**config.mk**
```make
export PLATFORM = sky130hd
export DESIGN_NAME = hsv_to_rgb_converter_flat
export DESIGN_NICKNAME = d
export VERILOG_FILES = /design/src/hdl/hsv2rgb_pkg.sv /design/src/hdl/hsv2rgb_pix_in_if.sv /design/src/hdl/hsv2rgb_pix_out_if.sv /design/src/hdl/hsv2rgb_route.sv /design/src/hdl/hsv_to_rgb_converter.sv /design/src/flat_wrapper.sv
export SDC_FILE = /design/constraint.sdc
export NUM_CORES = 1
export LEC_CHECK = 0
export BUFFER_PORTS_ARGS = -buffer_cell sky130_fd_sc_hd__buf_2
export CORE_MARGIN = 2
export CORE_UTILIZATION = 45
export DETAILED_ROUTE_END_ITERATION = 8
export PLACE_DENSITY = 0.7
export SLEW_MARGIN = 15
export SYNTH_ARGS = -nofsm -noshare
export SYNTH_HDL_FRONTEND = slang
export SYNTH_SLANG_ARGS = --single-unit
```
**constraint.sdc**
```tcl
create_clock -name clk -period 10.5 [get_ports clk]
set_clock_uncertainty 0.15 [all_clocks]
set_input_delay 1.05 -clock clk [delete_from_list [all_inputs] [get_ports clk]]
set_output_delay 1.05 -clock clk [all_outputs]
set_load 0.05 [all_outputs]
```
**src/hdl/hsv2rgb_pkg.sv**
```systemverilog
// Shared types, constants and fixed-point helpers for the HSV to RGB converter.
package hsv2rgb_pkg;

    // Field widths
    localparam int unsigned HueWidth  = 15;
    localparam int unsigned ChanWidth = 8;
    localparam int unsigned FracWidth = 12;

    // Hue scale: 64 units per degree
    localparam int unsigned HueFullTurn = 23040;
    localparam int unsigned HueSector   = 3840;
    localparam int unsigned UnitOne     = 255;

    // Reciprocals: floor(y / 15) = (y * 4370) >> 16 for y < 3825,
    // floor(z / 255) = (z * 32897) >> 23 for z < 65536
    localparam int unsigned Recip15  = 4370;
    localparam int unsigned Recip255 = 32897;

    typedef enum logic [2:0] {
        SECTOR_0 = 3'd0,
        SECTOR_1 = 3'd1,
        SECTOR_2 = 3'd2,
        SECTOR_3 = 3'd3,
        SECTOR_4 = 3'd4,
        SECTOR_5 = 3'd5
    } sector_t;

    typedef struct packed {
        logic [ChanWidth-1:0] v;
        logic [ChanWidth-1:0] p;
        logic [ChanWidth-1:0] q;
        logic [ChanWidth-1:0] t;
    } terms_t;

    typedef struct packed {
        logic [ChanWidth-1:0] r;
        logic [ChanWidth-1:0] g;
        logic [ChanWidth-1:0] b;
    } rgb_t;

    // Truncating divide of a saturation-times-fraction product by 3840 (= 256 * 15)
    function automatic logic [ChanWidth-1:0] div_sector(input logic [19:0] x);
        logic [24:0] prod;
        prod = 25'(x[19:8]) * 25'(Recip15);
        return prod[23:16];
    endfunction

    // Truncating divide of an 8x8 product by 255
    function automatic logic [ChanWidth-1:0] div_unit(input logic [15:0] z);
        logic [31:0] prod;
        prod = 32'(z) * 32'(Recip255);
        return prod[30:23];
    endfunction

endpackage

```
**src/hdl/hsv2rgb_pix_in_if.sv**
```systemverilog
// Input channel: one HSV pixel word per handshake.
interface hsv2rgb_pix_in_if;
    logic                                   valid;
    logic                                   ready;
    logic [hsv2rgb_pkg::HueWidth-1:0]       hue;
    logic [hsv2rgb_pkg::ChanWidth-1:0]      saturation;
    logic [hsv2rgb_pkg::ChanWidth-1:0]      brightness;

    modport source (output valid, output hue, output saturation, output brightness,
                    input ready);
    modport sink   (input valid, input hue, input saturation, input brightness,
                    output ready);
endinterface

```
**src/hdl/hsv2rgb_pix_out_if.sv**
```systemverilog
// Output channel: one RGB pixel word per handshake.
interface hsv2rgb_pix_out_if;
    logic                                   valid;
    logic                                   ready;
    logic [hsv2rgb_pkg::ChanWidth-1:0]      red;
    logic [hsv2rgb_pkg::ChanWidth-1:0]      green;
    logic [hsv2rgb_pkg::ChanWidth-1:0]      blue;

    modport source (output valid, output red, output green, output blue, input ready);
    modport sink   (input valid, input red, input green, input blue, output ready);
endinterface

```
**src/hdl/hsv2rgb_route.sv**
```systemverilog
// Sector routing of value, p, q and t onto the red, green and blue channels.
module hsv2rgb_route
(
    input  hsv2rgb_pkg::sector_t sector,
    input  hsv2rgb_pkg::terms_t  terms,
    output hsv2rgb_pkg::rgb_t    rgb
);

    // Pick the channel order for the hexcone sector
    always_comb
    begin
        unique case (sector)
            hsv2rgb_pkg::SECTOR_0: rgb = '{r: terms.v, g: terms.t, b: terms.p};
            hsv2rgb_pkg::SECTOR_1: rgb = '{r: terms.q, g: terms.v, b: terms.p};
            hsv2rgb_pkg::SECTOR_2: rgb = '{r: terms.p, g: terms.v, b: terms.t};
            hsv2rgb_pkg::SECTOR_3: rgb = '{r: terms.p, g: terms.q, b: terms.v};
            hsv2rgb_pkg::SECTOR_4: rgb = '{r: terms.t, g: terms.p, b: terms.v};
            default:               rgb = '{r: terms.v, g: terms.p, b: terms.q};
        endcase
    end

endmodule

```
**src/hdl/hsv_to_rgb_converter.sv**
```systemverilog
// HSV to RGB converter: five-stage pipeline, one pixel word per clock.
//
// Converts one pixel per clock from hue (1/64 degree, values of 360 degrees
// or more read as 0), saturation and value to 8-bit red, green and blue.
// A new word can be taken on every clock while the output is not stalled:
// each stage has a valid bit and loads whenever it is empty or the stage
// after it moves on, so a stall at the output fills the empty stages before
// it pushes back on the input. The stages are: sector and fraction,
// saturation products, divide by 3840 and p, value products, divide by 255
// with channel routing.
module hsv_to_rgb_converter
(
    input  logic                     clk,
    input  logic                     rst_n,
    hsv2rgb_pix_in_if.sink           pix_in,
    hsv2rgb_pix_out_if.source        pix_out
);

    localparam int unsigned Stages = 5;
    localparam int unsigned CW     = hsv2rgb_pkg::ChanWidth;
    localparam int unsigned FW     = hsv2rgb_pkg::FracWidth;
    localparam int unsigned HW     = hsv2rgb_pkg::HueWidth;

    logic [Stages-1:0] vld_reg;
    logic [Stages-1:0] adv;

    // Advance a stage when it is empty or its successor moves
    always_comb
    begin
        adv[Stages-1] = !vld_reg[Stages-1] || pix_out.ready;
        for (int i = Stages - 2; i >= 0; i--)
        begin
            adv[i] = !vld_reg[i] || adv[i+1];
        end
    end

    assign pix_in.ready = adv[0];

    // Valid bits travel with the word
    always_ff @(posedge clk or negedge rst_n)
    begin
        if (!rst_n)
        begin
            vld_reg <= '0;
        end
        else
        begin
            if (adv[0])
            begin
                vld_reg[0] <= pix_in.valid;
            end
            for (int i = 1; i < Stages; i++)
            begin
                if (adv[i])
                begin
                    vld_reg[i] <= vld_reg[i-1];
                end
            end
        end
    end

    // ---------------- Stage 1: clamp hue, find sector and fraction
    logic [HW-1:0]        h_clamped;
    logic [HW-1:0]        sec_offset;
    hsv2rgb_pkg::sector_t sec1_next;
    hsv2rgb_pkg::sector_t sec1_reg;
    logic [FW-1:0]        f1_reg;
    logic [CW-1:0]        s1_reg;
    logic [CW-1:0]        v1_reg;

    always_comb
    begin
        h_clamped = (pix_in.hue >= HW'(hsv2rgb_pkg::HueFullTurn)) ? '0 : pix_in.hue;
        if (h_clamped >= HW'(5 * hsv2rgb_pkg::HueSector))
        begin
            sec1_next  = hsv2rgb_pkg::SECTOR_5;
            sec_offset = HW'(5 * hsv2rgb_pkg::HueSector);
        end
        else if (h_clamped >= HW'(4 * hsv2rgb_pkg::HueSector))
        begin
            sec1_next  = hsv2rgb_pkg::SECTOR_4;
            sec_offset = HW'(4 * hsv2rgb_pkg::HueSector);
        end
        else if (h_clamped >= HW'(3 * hsv2rgb_pkg::HueSector))
        begin
            sec1_next  = hsv2rgb_pkg::SECTOR_3;
            sec_offset = HW'(3 * hsv2rgb_pkg::HueSector);
        end
        else if (h_clamped >= HW'(2 * hsv2rgb_pkg::HueSector))
        begin
            sec1_next  = hsv2rgb_pkg::SECTOR_2;
            sec_offset = HW'(2 * hsv2rgb_pkg::HueSector);
        end
        else if (h_clamped >= HW'(hsv2rgb_pkg::HueSector))
        begin
            sec1_next  = hsv2rgb_pkg::SECTOR_1;
            sec_offset = HW'(hsv2rgb_pkg::HueSector);
        end
        else
        begin
            sec1_next  = hsv2rgb_pkg::SECTOR_0;
            sec_offset = '0;
        end
    end

    always_ff @(posedge clk)
    begin
        if (adv[0])
        begin
            sec1_reg <= sec1_next;
            f1_reg   <= FW'(h_clamped - sec_offset);
            s1_reg   <= pix_in.saturation;
            v1_reg   <= pix_in.brightness;
        end
    end

    // ---------------- Stage 2: saturation times fraction and its complement
    hsv2rgb_pkg::sector_t sec2_reg;
    logic [19:0]          sf2_reg;
    logic [19:0]          st2_reg;
    logic [15:0]          pp2_reg;
    logic [CW-1:0]        v2_reg;
    logic [FW-1:0]        f_rest;

    assign f_rest = FW'(hsv2rgb_pkg::HueSector) - f1_reg;

    always_ff @(posedge clk)
    begin
        if (adv[1])
        begin
            sec2_reg <= sec1_reg;
            sf2_reg  <= 20'(s1_reg) * 20'(f1_reg);
            st2_reg  <= 20'(s1_reg) * 20'(f_rest);
            pp2_reg  <= 16'(v1_reg) * 16'(CW'(hsv2rgb_pkg::UnitOne) - s1_reg);
            v2_reg   <= v1_reg;
        end
    end

    // ---------------- Stage 3: divide by one sector, form p
    hsv2rgb_pkg::sector_t sec3_reg;
    logic [CW-1:0]        kq3_reg;
    logic [CW-1:0]        kt3_reg;
    logic [CW-1:0]        p3_reg;
    logic [CW-1:0]        v3_reg;

    always_ff @(posedge clk)
    begin
        if (adv[2])
        begin
            sec3_reg <= sec2_reg;
            kq3_reg  <= CW'(hsv2rgb_pkg::UnitOne) - hsv2rgb_pkg::div_sector(sf2_reg);
            kt3_reg  <= CW'(hsv2rgb_pkg::UnitOne) - hsv2rgb_pkg::div_sector(st2_reg);
            p3_reg   <= hsv2rgb_pkg::div_unit(pp2_reg);
            v3_reg   <= v2_reg;
        end
    end

    // ---------------- Stage 4: value times the q and t factors
    hsv2rgb_pkg::sector_t sec4_reg;
    logic [15:0]          qp4_reg;
    logic [15:0]          tp4_reg;
    logic [CW-1:0]        p4_reg;
    logic [CW-1:0]        v4_reg;

    always_ff @(posedge clk)
    begin
        if (adv[3])
        begin
            sec4_reg <= sec3_reg;
            qp4_reg  <= 16'(v3_reg) * 16'(kq3_reg);
            tp4_reg  <= 16'(v3_reg) * 16'(kt3_reg);
            p4_reg   <= p3_reg;
            v4_reg   <= v3_reg;
        end
    end

    // ---------------- Stage 5: divide by 255, route, hold the output word
    hsv2rgb_pkg::terms_t terms;
    hsv2rgb_pkg::rgb_t   rgb_next;
    hsv2rgb_pkg::rgb_t   rgb_reg;

    always_comb
    begin
        terms.v = v4_reg;
        terms.p = p4_reg;
        terms.q = hsv2rgb_pkg::div_unit(qp4_reg);
        terms.t = hsv2rgb_pkg::div_unit(tp4_reg);
    end

    hsv2rgb_route u_route
    (
        .sector (sec4_reg),
        .terms  (terms),
        .rgb    (rgb_next)
    );

    always_ff @(posedge clk)
    begin
        if (adv[4])
        begin
            rgb_reg <= rgb_next;
        end
    end

    assign pix_out.valid = vld_reg[Stages-1];
    assign pix_out.red   = rgb_reg.r;
    assign pix_out.green = rgb_reg.g;
    assign pix_out.blue  = rgb_reg.b;

    // ---------------- Checks
    // An empty first stage always takes a word
    a_ready_when_empty: assert property (@(posedge clk) disable iff (!rst_n)
        !vld_reg[0] |-> pix_in.ready)
        else $error("input stalled with empty first stage");

    // p, q and t never exceed value
    a_terms_bounded: assert property (@(posedge clk) disable iff (!rst_n)
        vld_reg[3] |-> (terms.p <= terms.v) && (terms.q <= terms.v) && (terms.t <= terms.v))
        else $error("hexcone term above value");

    // A full stage that cannot move keeps its word
    a_stall_holds: assert property (@(posedge clk) disable iff (!rst_n)
        vld_reg[2] && !adv[2] |=> vld_reg[2] && $stable(kq3_reg) && $stable(p3_reg))
        else $error("stalled stage lost its word");

endmodule
```
**src/flat_wrapper.sv**
```systemverilog
// flat-port wrapper written by rule: the top's interface ports become plain ports
module hsv_to_rgb_converter_flat 
  (clk, rst_n, pix_in_valid, pix_in_hue, pix_in_saturation, pix_in_brightness, pix_in_ready, pix_out_valid, pix_out_red, pix_out_green, pix_out_blue, pix_out_ready);
  hsv2rgb_pix_in_if pix_in_i ();
  hsv2rgb_pix_out_if pix_out_i ();
  input  logic clk;
  input  logic rst_n;
  input wire logic [$bits(pix_in_i.valid)-1:0] pix_in_valid;
  input wire logic [$bits(pix_in_i.hue)-1:0] pix_in_hue;
  input wire logic [$bits(pix_in_i.saturation)-1:0] pix_in_saturation;
  input wire logic [$bits(pix_in_i.brightness)-1:0] pix_in_brightness;
  output wire logic [$bits(pix_in_i.ready)-1:0] pix_in_ready;
  output wire logic [$bits(pix_out_i.valid)-1:0] pix_out_valid;
  output wire logic [$bits(pix_out_i.red)-1:0] pix_out_red;
  output wire logic [$bits(pix_out_i.green)-1:0] pix_out_green;
  output wire logic [$bits(pix_out_i.blue)-1:0] pix_out_blue;
  input wire logic [$bits(pix_out_i.ready)-1:0] pix_out_ready;
  assign pix_in_i.valid = pix_in_valid;
  assign pix_in_i.hue = pix_in_hue;
  assign pix_in_i.saturation = pix_in_saturation;
  assign pix_in_i.brightness = pix_in_brightness;
  assign pix_in_ready = pix_in_i.ready;
  assign pix_out_valid = pix_out_i.valid;
  assign pix_out_red = pix_out_i.red;
  assign pix_out_green = pix_out_i.green;
  assign pix_out_blue = pix_out_i.blue;
  assign pix_out_i.ready = pix_out_ready;
  hsv_to_rgb_converter u_core (.clk(clk), .rst_n(rst_n), .pix_in(pix_in_i), .pix_out(pix_out_i));
endmodule
```
### Word level (Yosys, flattened, before mapping)

Index checks and enable logic that the tools add are counted.

* register bits after elaboration: 213
* output and inout port bits: 26

* $add $sub $neg: 5
* $mul: 10
* $lt $le $gt $ge: 6
* eq/ne operators: 4
* multiplexer cells: 11
* reductions and logical operators: 12

Operators with widths (count)
* $pmux 24 s5: 1
* $mul 16x16->31 const B: 3
* $mux 12: 5
* $mul 12x12->23 const B: 2
* $mul 8x12->20: 2
* $mul 8x8->16: 2
* $ge 15x14->1 const B: 2
* $ge 15x15->1 const B: 2
* $mul 8x16->16: 1
* $sub 8x8->8 const A: 2
* $ge 15x12->1 const B: 1
* $ge 15x13->1 const B: 1
* $mux 15: 1
* $sub 12x12->12: 1
* $sub 12x12->12 const A: 1
* $sub 8x8->9 const A: 1
* $eq 3x2->1 const B: 2
* $mux 3: 2
* $logic_not 1->1: 5
* $logic_or 1x1->1: 5
* $eq 3x1->1 const B: 1
* $eq 3x3->1 const B: 1
* $logic_not 3->1: 1
* $mux 1: 2
* $reduce_or 2->1: 1

### Longest topological paths before layout

Gate-level depths: netlist of run 1.

* word-level depth: 9
* depth in mapped cells: 24
* depth with buffers taken out: 23

### Modules after synthesis

A second synthesis of run 1 with hierarchy kept.

* cells, all modules: 2443
* area total of the unflattened synthesis: 25212.9 um^2

Modules (own cells, without submodules)
* hsv_to_rgb_converter: instances 1, cells each 2298, area an instance 24244.5 um^2, seq. area each 5890.6 um^2
* hsv2rgb_route: instances 1, cells each 145, area an instance 968.4 um^2, seq. area each 0.0 um^2

### Worst setup path after synthesis of run 1

No wires, ideal clock.

* path type: register -> register
* start point: register u_core.f1_reg[5]
* end point: register u_core.st2_reg[19], data pin
* setup time: 0.260 ns
* arrival time: 5.519 ns
* data required time: 10.090 ns
* setup slack: 4.571 ns
* stages on the path, launching flop included: 25
* path buffers: 1
* clock period less this slack: 5.929 ns
* path through: edfxtp_1 > clkbuf_1 > nor4_1 > nand2b_1 > nor2_1 > nand2_1 > nand2_1 > xor2_1 > nand2_1 > fa_1 > inv_1 > fa_1 > fa_1 > inv_1 > fa_1 > inv_1 > ha_1 > or3_1 > or4_1 > o21ai_1 > o21ba_4 > a41oi_4 > a21oi_2 > a21oi_2 > xnor2_1

* longest elaborated chain between the ends: 2

RTL lines
* from (decl): line hsv_to_rgb_converter.sv:67 `logic [FW-1:0] f1_reg;`
* from (signal assigned): line hsv_to_rgb_converter.sv:111 `f1_reg <= FW'(h_clamped - sec_offset);`
* $sub 12x12->12: line hsv_to_rgb_converter.sv:125 `assign f_rest = FW'(hsv2rgb_pkg::HueSector) - f1_reg;`
* $mul 8x12->20: line hsv_to_rgb_converter.sv:133 `st2_reg <= 20'(s1_reg) * 20'(f_rest);`
* to (signal assigned): line hsv_to_rgb_converter.sv:133
* to (decl): line hsv_to_rgb_converter.sv:120 `logic [19:0] st2_reg;`

No other way between the ends.
A chain may end at the register's enable or synchronous reset.

### Worst setup path in the final report of run 1

Ends and elaborated chain as after synthesis.

==> impl_results.md, run 1 <==
- Initial core utilization: 45.5%
- Sink Count: 197
- Share of layout cells above drive strength 1: 5.58%
- Most frequent cell after synthesis: ha_1
- Final critical-path required period: 6.55 ns
- Final setup violation count: 0
- Post-synth EDFFs: 192
- CP Buf/Inv Count: 3
- Ys async rst share: 2.54%
- Peak Freq: 0.153 GHz
- Longest Clk Path Bufs: 2
- Dpl ws: 4.03 ns
- Num CTS Buffers: 17
- CP Cell Sequence: nor4_1 -> nand2b_1 -> nor2_1 -> nand2_1 -> nand2_1 -> xor2_1 -> nand2_1 -> fa_1 -> inv_1 -> fa_1 -> fa_1 -> inv_1 -> fa_1 -> inv_1 -> ha_1 -> or3_1 -> or4_1 -> o21ai_1 -> o21ba_4 -> a41oi_4 -> a21oi_2 -> a21oi_2 -> xnor2_1
- Share of the synthesized area in the top cell type: 24.9%
- RePlAce Congestion: 0.892
- Worst reg2reg path depth: 23
- Nets@finish: 3251
- Max incr delay on CP: 0.55 ns
- Setup TNS: 0 ns
- Routed length per placed instance: 15.9 um
- Worst path depth: 23
- P&R area growth vs syn: 6.97%
- I/O pin total: 61
- Arrival time worst endpoint: 6.61 ns
- CP top delay family: adder cells
- Synth Flop Type: edfxtp_1
- Synth area leader: ha_1
- Slowest library cell on the worst path: fa_1
- Cell area after synthesis: 25000 um^2
- #FFs+latches synth: 197
- Worst-path clk slew: 0.09 ns
- Library cells used by synthesis: 90
- Total setup buffers inserted after CTS: 0
- Chip width: 240 um
- H-tree depth: 4
- R2R Path Start: u_core.f1_reg[5]
- Synth cell count leaders: ha_1, inv_1, fa_1
- Vias: 17.1k
- Least-Margin Pin Slew: 1.14 ns
- CTS resizes: 0
- Status: completed
- Pin count of the biggest net entering global routing: 54
- Max-slew violations: 0
- Vias in the first global route: 18.7k
- DRT antenna net count: 0
- CTS tree: yes
- Slew margin rel.: 24.0%
- Register-to-register setup slack: 3.95 ns
- Overflow after GRT: 0
- Crit path capture type: flip-flop
- Yosys synthesis warning count: 0
- First-pass GRT wire length: 88600 um
- Worst EP required: 10.56 ns
- Crit path max fanout: 10
- Unrepaired setup endpoints after global routing: false
- Clk_lat worst skew: 0.48 ns
- Fillers: 4956
- Synth area leaders: ha_1, edfxtp_1, fa_1, inv_1, and2_1
- Crit-path most repeated cell: fa_1
- Area of the die: 57500 um^2
- Post-synthesis net count: 3214
- Post-CTS Hold Buffers: 0
- Mean Syn Cell Area: 10.2 um^2
- Port buffer count: 60
- Crit. Startpoint: u_core.f1_reg[5]
- Startpoint Class: flip-flop
- Chip height: 240 um
- Gr usage total: 19.1%
- Detailed placer's ending HPWL: 41000 um
- Max-cap violations: 0
- Worst hold path type: in -> async
- WS Path Type: reg -> reg
- Initial antenna violation count: 1
- Post-route DRC: 0
- Initial DRC Count: 876
- Synth Instances: 2440
- Router iterations before antenna repair: 5
- Seq/Total Area, Yosys: 23.6%
- RR Endpoint: u_core.st2_reg[19]
- Ant. Diodes: 0
- Final period util: 62.4%
- Core Box Area: 55000 um^2
- Worst setup endpoint: u_core.st2_reg[19]
- DRT Wirelength: 51400 um
- Hold Fails Final Rpt: 0
- Setup slack after layout: 3.95 ns
- Via density: 5.29
- Clk root buf: clkbuf_16
- Row count: 86
-- cells in the final DEF, fill, tap and decap left out, types with 60 or more instances in the layout --
cell type / count
buf_2: 60
xnor2_1: 68
fa_1: 241
and2_1: 193
nand2_1: 204
ha_1: 498
edfxtp_1: 192
inv_1: 397
a21oi_1: 67
nor2_1: 78
-- cell families (layout without fill, tap and decap cells) --
family	Yosys count	count (layout)	synth area share, %
xor+xnor	103	103	3.67
simple gates	679	679	14.1
compound gates	270	270	7.58
fa+ha+maj	739	739	44.2
flops	197	197	23.6
mux	2	2	0.0801
buf+inv	450	500	6.76
-- worst reg2reg max path: cells and delay by family, from the launching register on --
family          cells  cell delay, ns
fa+ha+maj           5            2.27
simple gates        8            1.81
compound gates      5            0.80
xor+xnor            2            0.59
flops               1            0.54
buf+inv             3            0.15
-- metrics by stage --
step	util, %	instances	hold WS [ns]	cell area [um^2]
floorplan	-	2440	0.250	25000
global placement	47.5	3206	0.253	26100
detailed placement	47.5	3206	0.255	26100
CTS	48.7	3238	0.192	26800
global route	48.7	3238	0.191	26800
finish	48.7	3238	0.218	26800
-- routing by layer --
metal / GRT usage, % / share of wire [%] / vias to the layer above
met5: 0 / 0 / -
met4: 5.27 / 2.3 / 0
met3: 3.19 / 4.1 / 70
met2: 34.1 / 50 / 322
met1: 23.7 / 44 / 8511
li1: - / - / 8235
-- final cells by class --
type / instances / area (um^2) / share of cell area (%)
repair buffers: 70 / 375 / 1.40
multi-input cells: 1793 / 17400 / 65.2
well taps: 748 / 936 / 3.50
clock buffers: 17 / 425 / 1.59
flip-flops and latches: 197 / 5890 / 22.0
inverters: 398 / 1490 / 5.58
clock inverters: 15 / 198 / 0.739
-- worst min-delay path by stage --
stage | startpoint | endpoint | slack, ns | cells past startpoint
3_3_place_gp | u_core.v2_reg[1] | u_core.v3_reg[1] | 0.25 | 0
6_report | rst_n | u_core.vld_reg[0] | 0.22 | 1
3_5_place_dp | u_core.p3_reg[7] | u_core.p4_reg[7] | 0.26 | 0
5_1_grt | rst_n | u_core.vld_reg[0] | 0.19 | 1
2_1_floorplan | u_core.p3_reg[0] | u_core.p4_reg[0] | 0.25 | 0
4_1_cts | rst_n | u_core.vld_reg[0] | 0.19 | 1
Power of run 1 is not shown: default switching activity piles up to over one toggle a cycle in this logic, so the estimate is an artifact.
==> run 2: changes to the inputs <==
PLACE_DENSITY = 0.72   (was 0.7)
clock period = 5.4 ns   (was 10.5 ns; I/O delays follow)
==> run 2 against run 1 <==
Compared with the run above: the flow now finishes with violations (negative setup slack); sequential cell count did not move; worst setup slack got worse by 4.3 ns; first-iteration DRC count fell by 7.0%; via count rose by 0.82%; clock-buffer cell count did not move; hold slack got worse by 0.14 ns; register-to-register slack got worse by 4.3 ns.
==> impl_results.md, run 2 (same netlist as run 1, synthesis figures left out) <==
- Final setup violation count: 7
- Initial DRC Count: 815
- Slew margin rel.: 33.8%
- Core Util, Final: 49.9%
- Row count: 86
- Num CTS Buffers: 17
- First-pass GRT wire length: 87200 um
- Fillers: 4947
- Final critical-path required period: 5.74 ns
- RePlAce Congestion: 0.868
- Met3 Use GR: 3.02%
- Vias: 17.3k
- Crit path capture type: flip-flop
- Share of layout cells above drive strength 1: 8.79%
- Routed length per placed instance: 15.6 um
- Peak Freq: 0.174 GHz
- Startpoint Class: flip-flop
- Gr usage total: 18.9%
- CTS tree: yes
- Status: finished with violations
- Failing checks: negative setup slack
- Clk root buf: clkbuf_16
- Worst hold path type: in -> reg
- Crit path max fanout: 4
- Commonest non-fill, non-tap cells in the layout: ha_1, inv_1, fa_1, nand2_1, and2_1
- Pin count of the biggest net entering global routing: 54
- Core Box Area: 55000 um^2
- WS Path Type: reg -> reg
- Worst EP required: 5.48 ns
- Worst-path clk slew: 0.09 ns
- GRT met1 Usage: 23.6%
- Via density: 5.22
- Area of the multi-input gates: 17500 um^2
- Max-slew violations: 0
- Non-Filler Instances: 3309
- Area of the die: 57500 um^2
- H-tree depth: 4
- Vias in the first global route: 18.2k
- Hold Fails Final Rpt: 0
- Final Hold Slack: 0.0757 ns
- GRT Max-Usage Layer: met2
- Port buffer count: 60
- Chip height: 240 um
- Setup slack after layout: -0.343 ns
- Initial core utilization: 45.5%
- P&R area growth vs syn: 9.76%
- Commonest non-fill, non-tap cell in the layout: ha_1
- Ant. Diodes: 0
- I/O pin total: 61
- Arrival time worst endpoint: 5.82 ns
- Initial antenna violation count: 1
- Post-route DRC: 0
- FF/Latch Area: 5890 um^2
- GR Util met2: 33.5%
- Chip width: 240 um
- Clk_lat worst skew: 0.48 ns
- Nets@finish: 3322
- DRT Wirelength: 51700 um
- Overflow after GRT: 0
- Detailed placer's ending HPWL: 42400 um
- DRT antenna net count: 0
- Longest Clk Path Bufs: 2
- Max-cap violations: 0
- Sink Count: 197
- Router iterations before antenna repair: 5
- Placed cell count: 3264
- Least-Margin Pin Slew: 0.989 ns
- Final period util: 106%
- Unrepaired setup endpoints after global routing: true
## run 2: cell count changes in the layout (fill, tap and decap cells not counted), sizes merged
cell,before,now
buf,70,140
clkinvlp,0,1
dlygate4sd3,0,1
clkinv,8,5
inv,405,407
## run 2: area by class of cell
cell class              count  area share, %
clock buffers              17           1.55
clock inverters            15          0.738
inverters                 398           5.44
multi-input cells        1793           63.9
flip-flops and latches    197           21.5
well taps                 748           3.41
repair buffers            141           3.53
## run 2: final timing paths
check / start / end / slack, ns / cells after the start
max: u_core.f1_reg[4] / u_core.st2_reg[19] / -0.34 / 22
min: pix_in_brightness[0] / u_core.v1_reg[0] / 0.08 / 1
max reg2reg: u_core.f1_reg[4] / u_core.st2_reg[19] / -0.34 / 22
min reg2reg: u_core.v2_reg[6] / u_core.v3_reg[6] / 0.27 / 0
max in group asynchronous: rst_n / u_core.vld_reg[4] / 4.71 / 2
min in group asynchronous: rst_n / u_core.vld_reg[0] / 0.26 / 2
## run 2: what timing repair did
| item | 4_1_cts | 5_1_grt |
|---|---|---|
| endpoints found under the setup margin | 7 | 14 |
| hold buffers | 1 | 0 |
| hold endpoints to repair | 5 | 0 |
| setup buffers | 0 | 12 |
| pin swaps | 1 | 4 |
| resized for setup | 3 | 7 |
## run 2: critical path, stage by stage, from the launching register on
cell	delay, ns
edfxtp_1	0.42
nor4_2	0.34
nand2b_1	0.14
nor2_2	0.18
nand2_2	0.09
xor2_2	0.17
nand2b_4	0.16
fa_1	0.51
inv_1	0.06
fa_1	0.46
fa_1	0.50
inv_2	0.04
fa_1	0.53
inv_1	0.04
ha_2	0.16
or3_1	0.35
or4_1	0.40
o21ai_1	0.09
o21ba_4	0.19
a41oi_4	0.18
a21oi_2	0.11
a21oi_2	0.14
xnor2_1	0.07
## run 2: per-stage QoR
step | setup TNS, ns | area, um^2 | setup slack [ns]
after floorplan | -0.254 | 25100 | -0.0949
after global placement | -1.35 | 26700 | -0.282
after detailed placement | -2.26 | 26700 | -0.417
after CTS | -1.95 | 27300 | -0.371
after global routing | -3.66 | 27400 | -0.571
final | -1.93 | 27400 | -0.343
## run 2: routing by layer
metal,wire length [um],vias to the layer above
met5,0,-
met4,1210,0
met3,1910,79
met2,25600,311
met1,23000,8515
li1,-,8373
Power of run 2 is left out for the same reason.
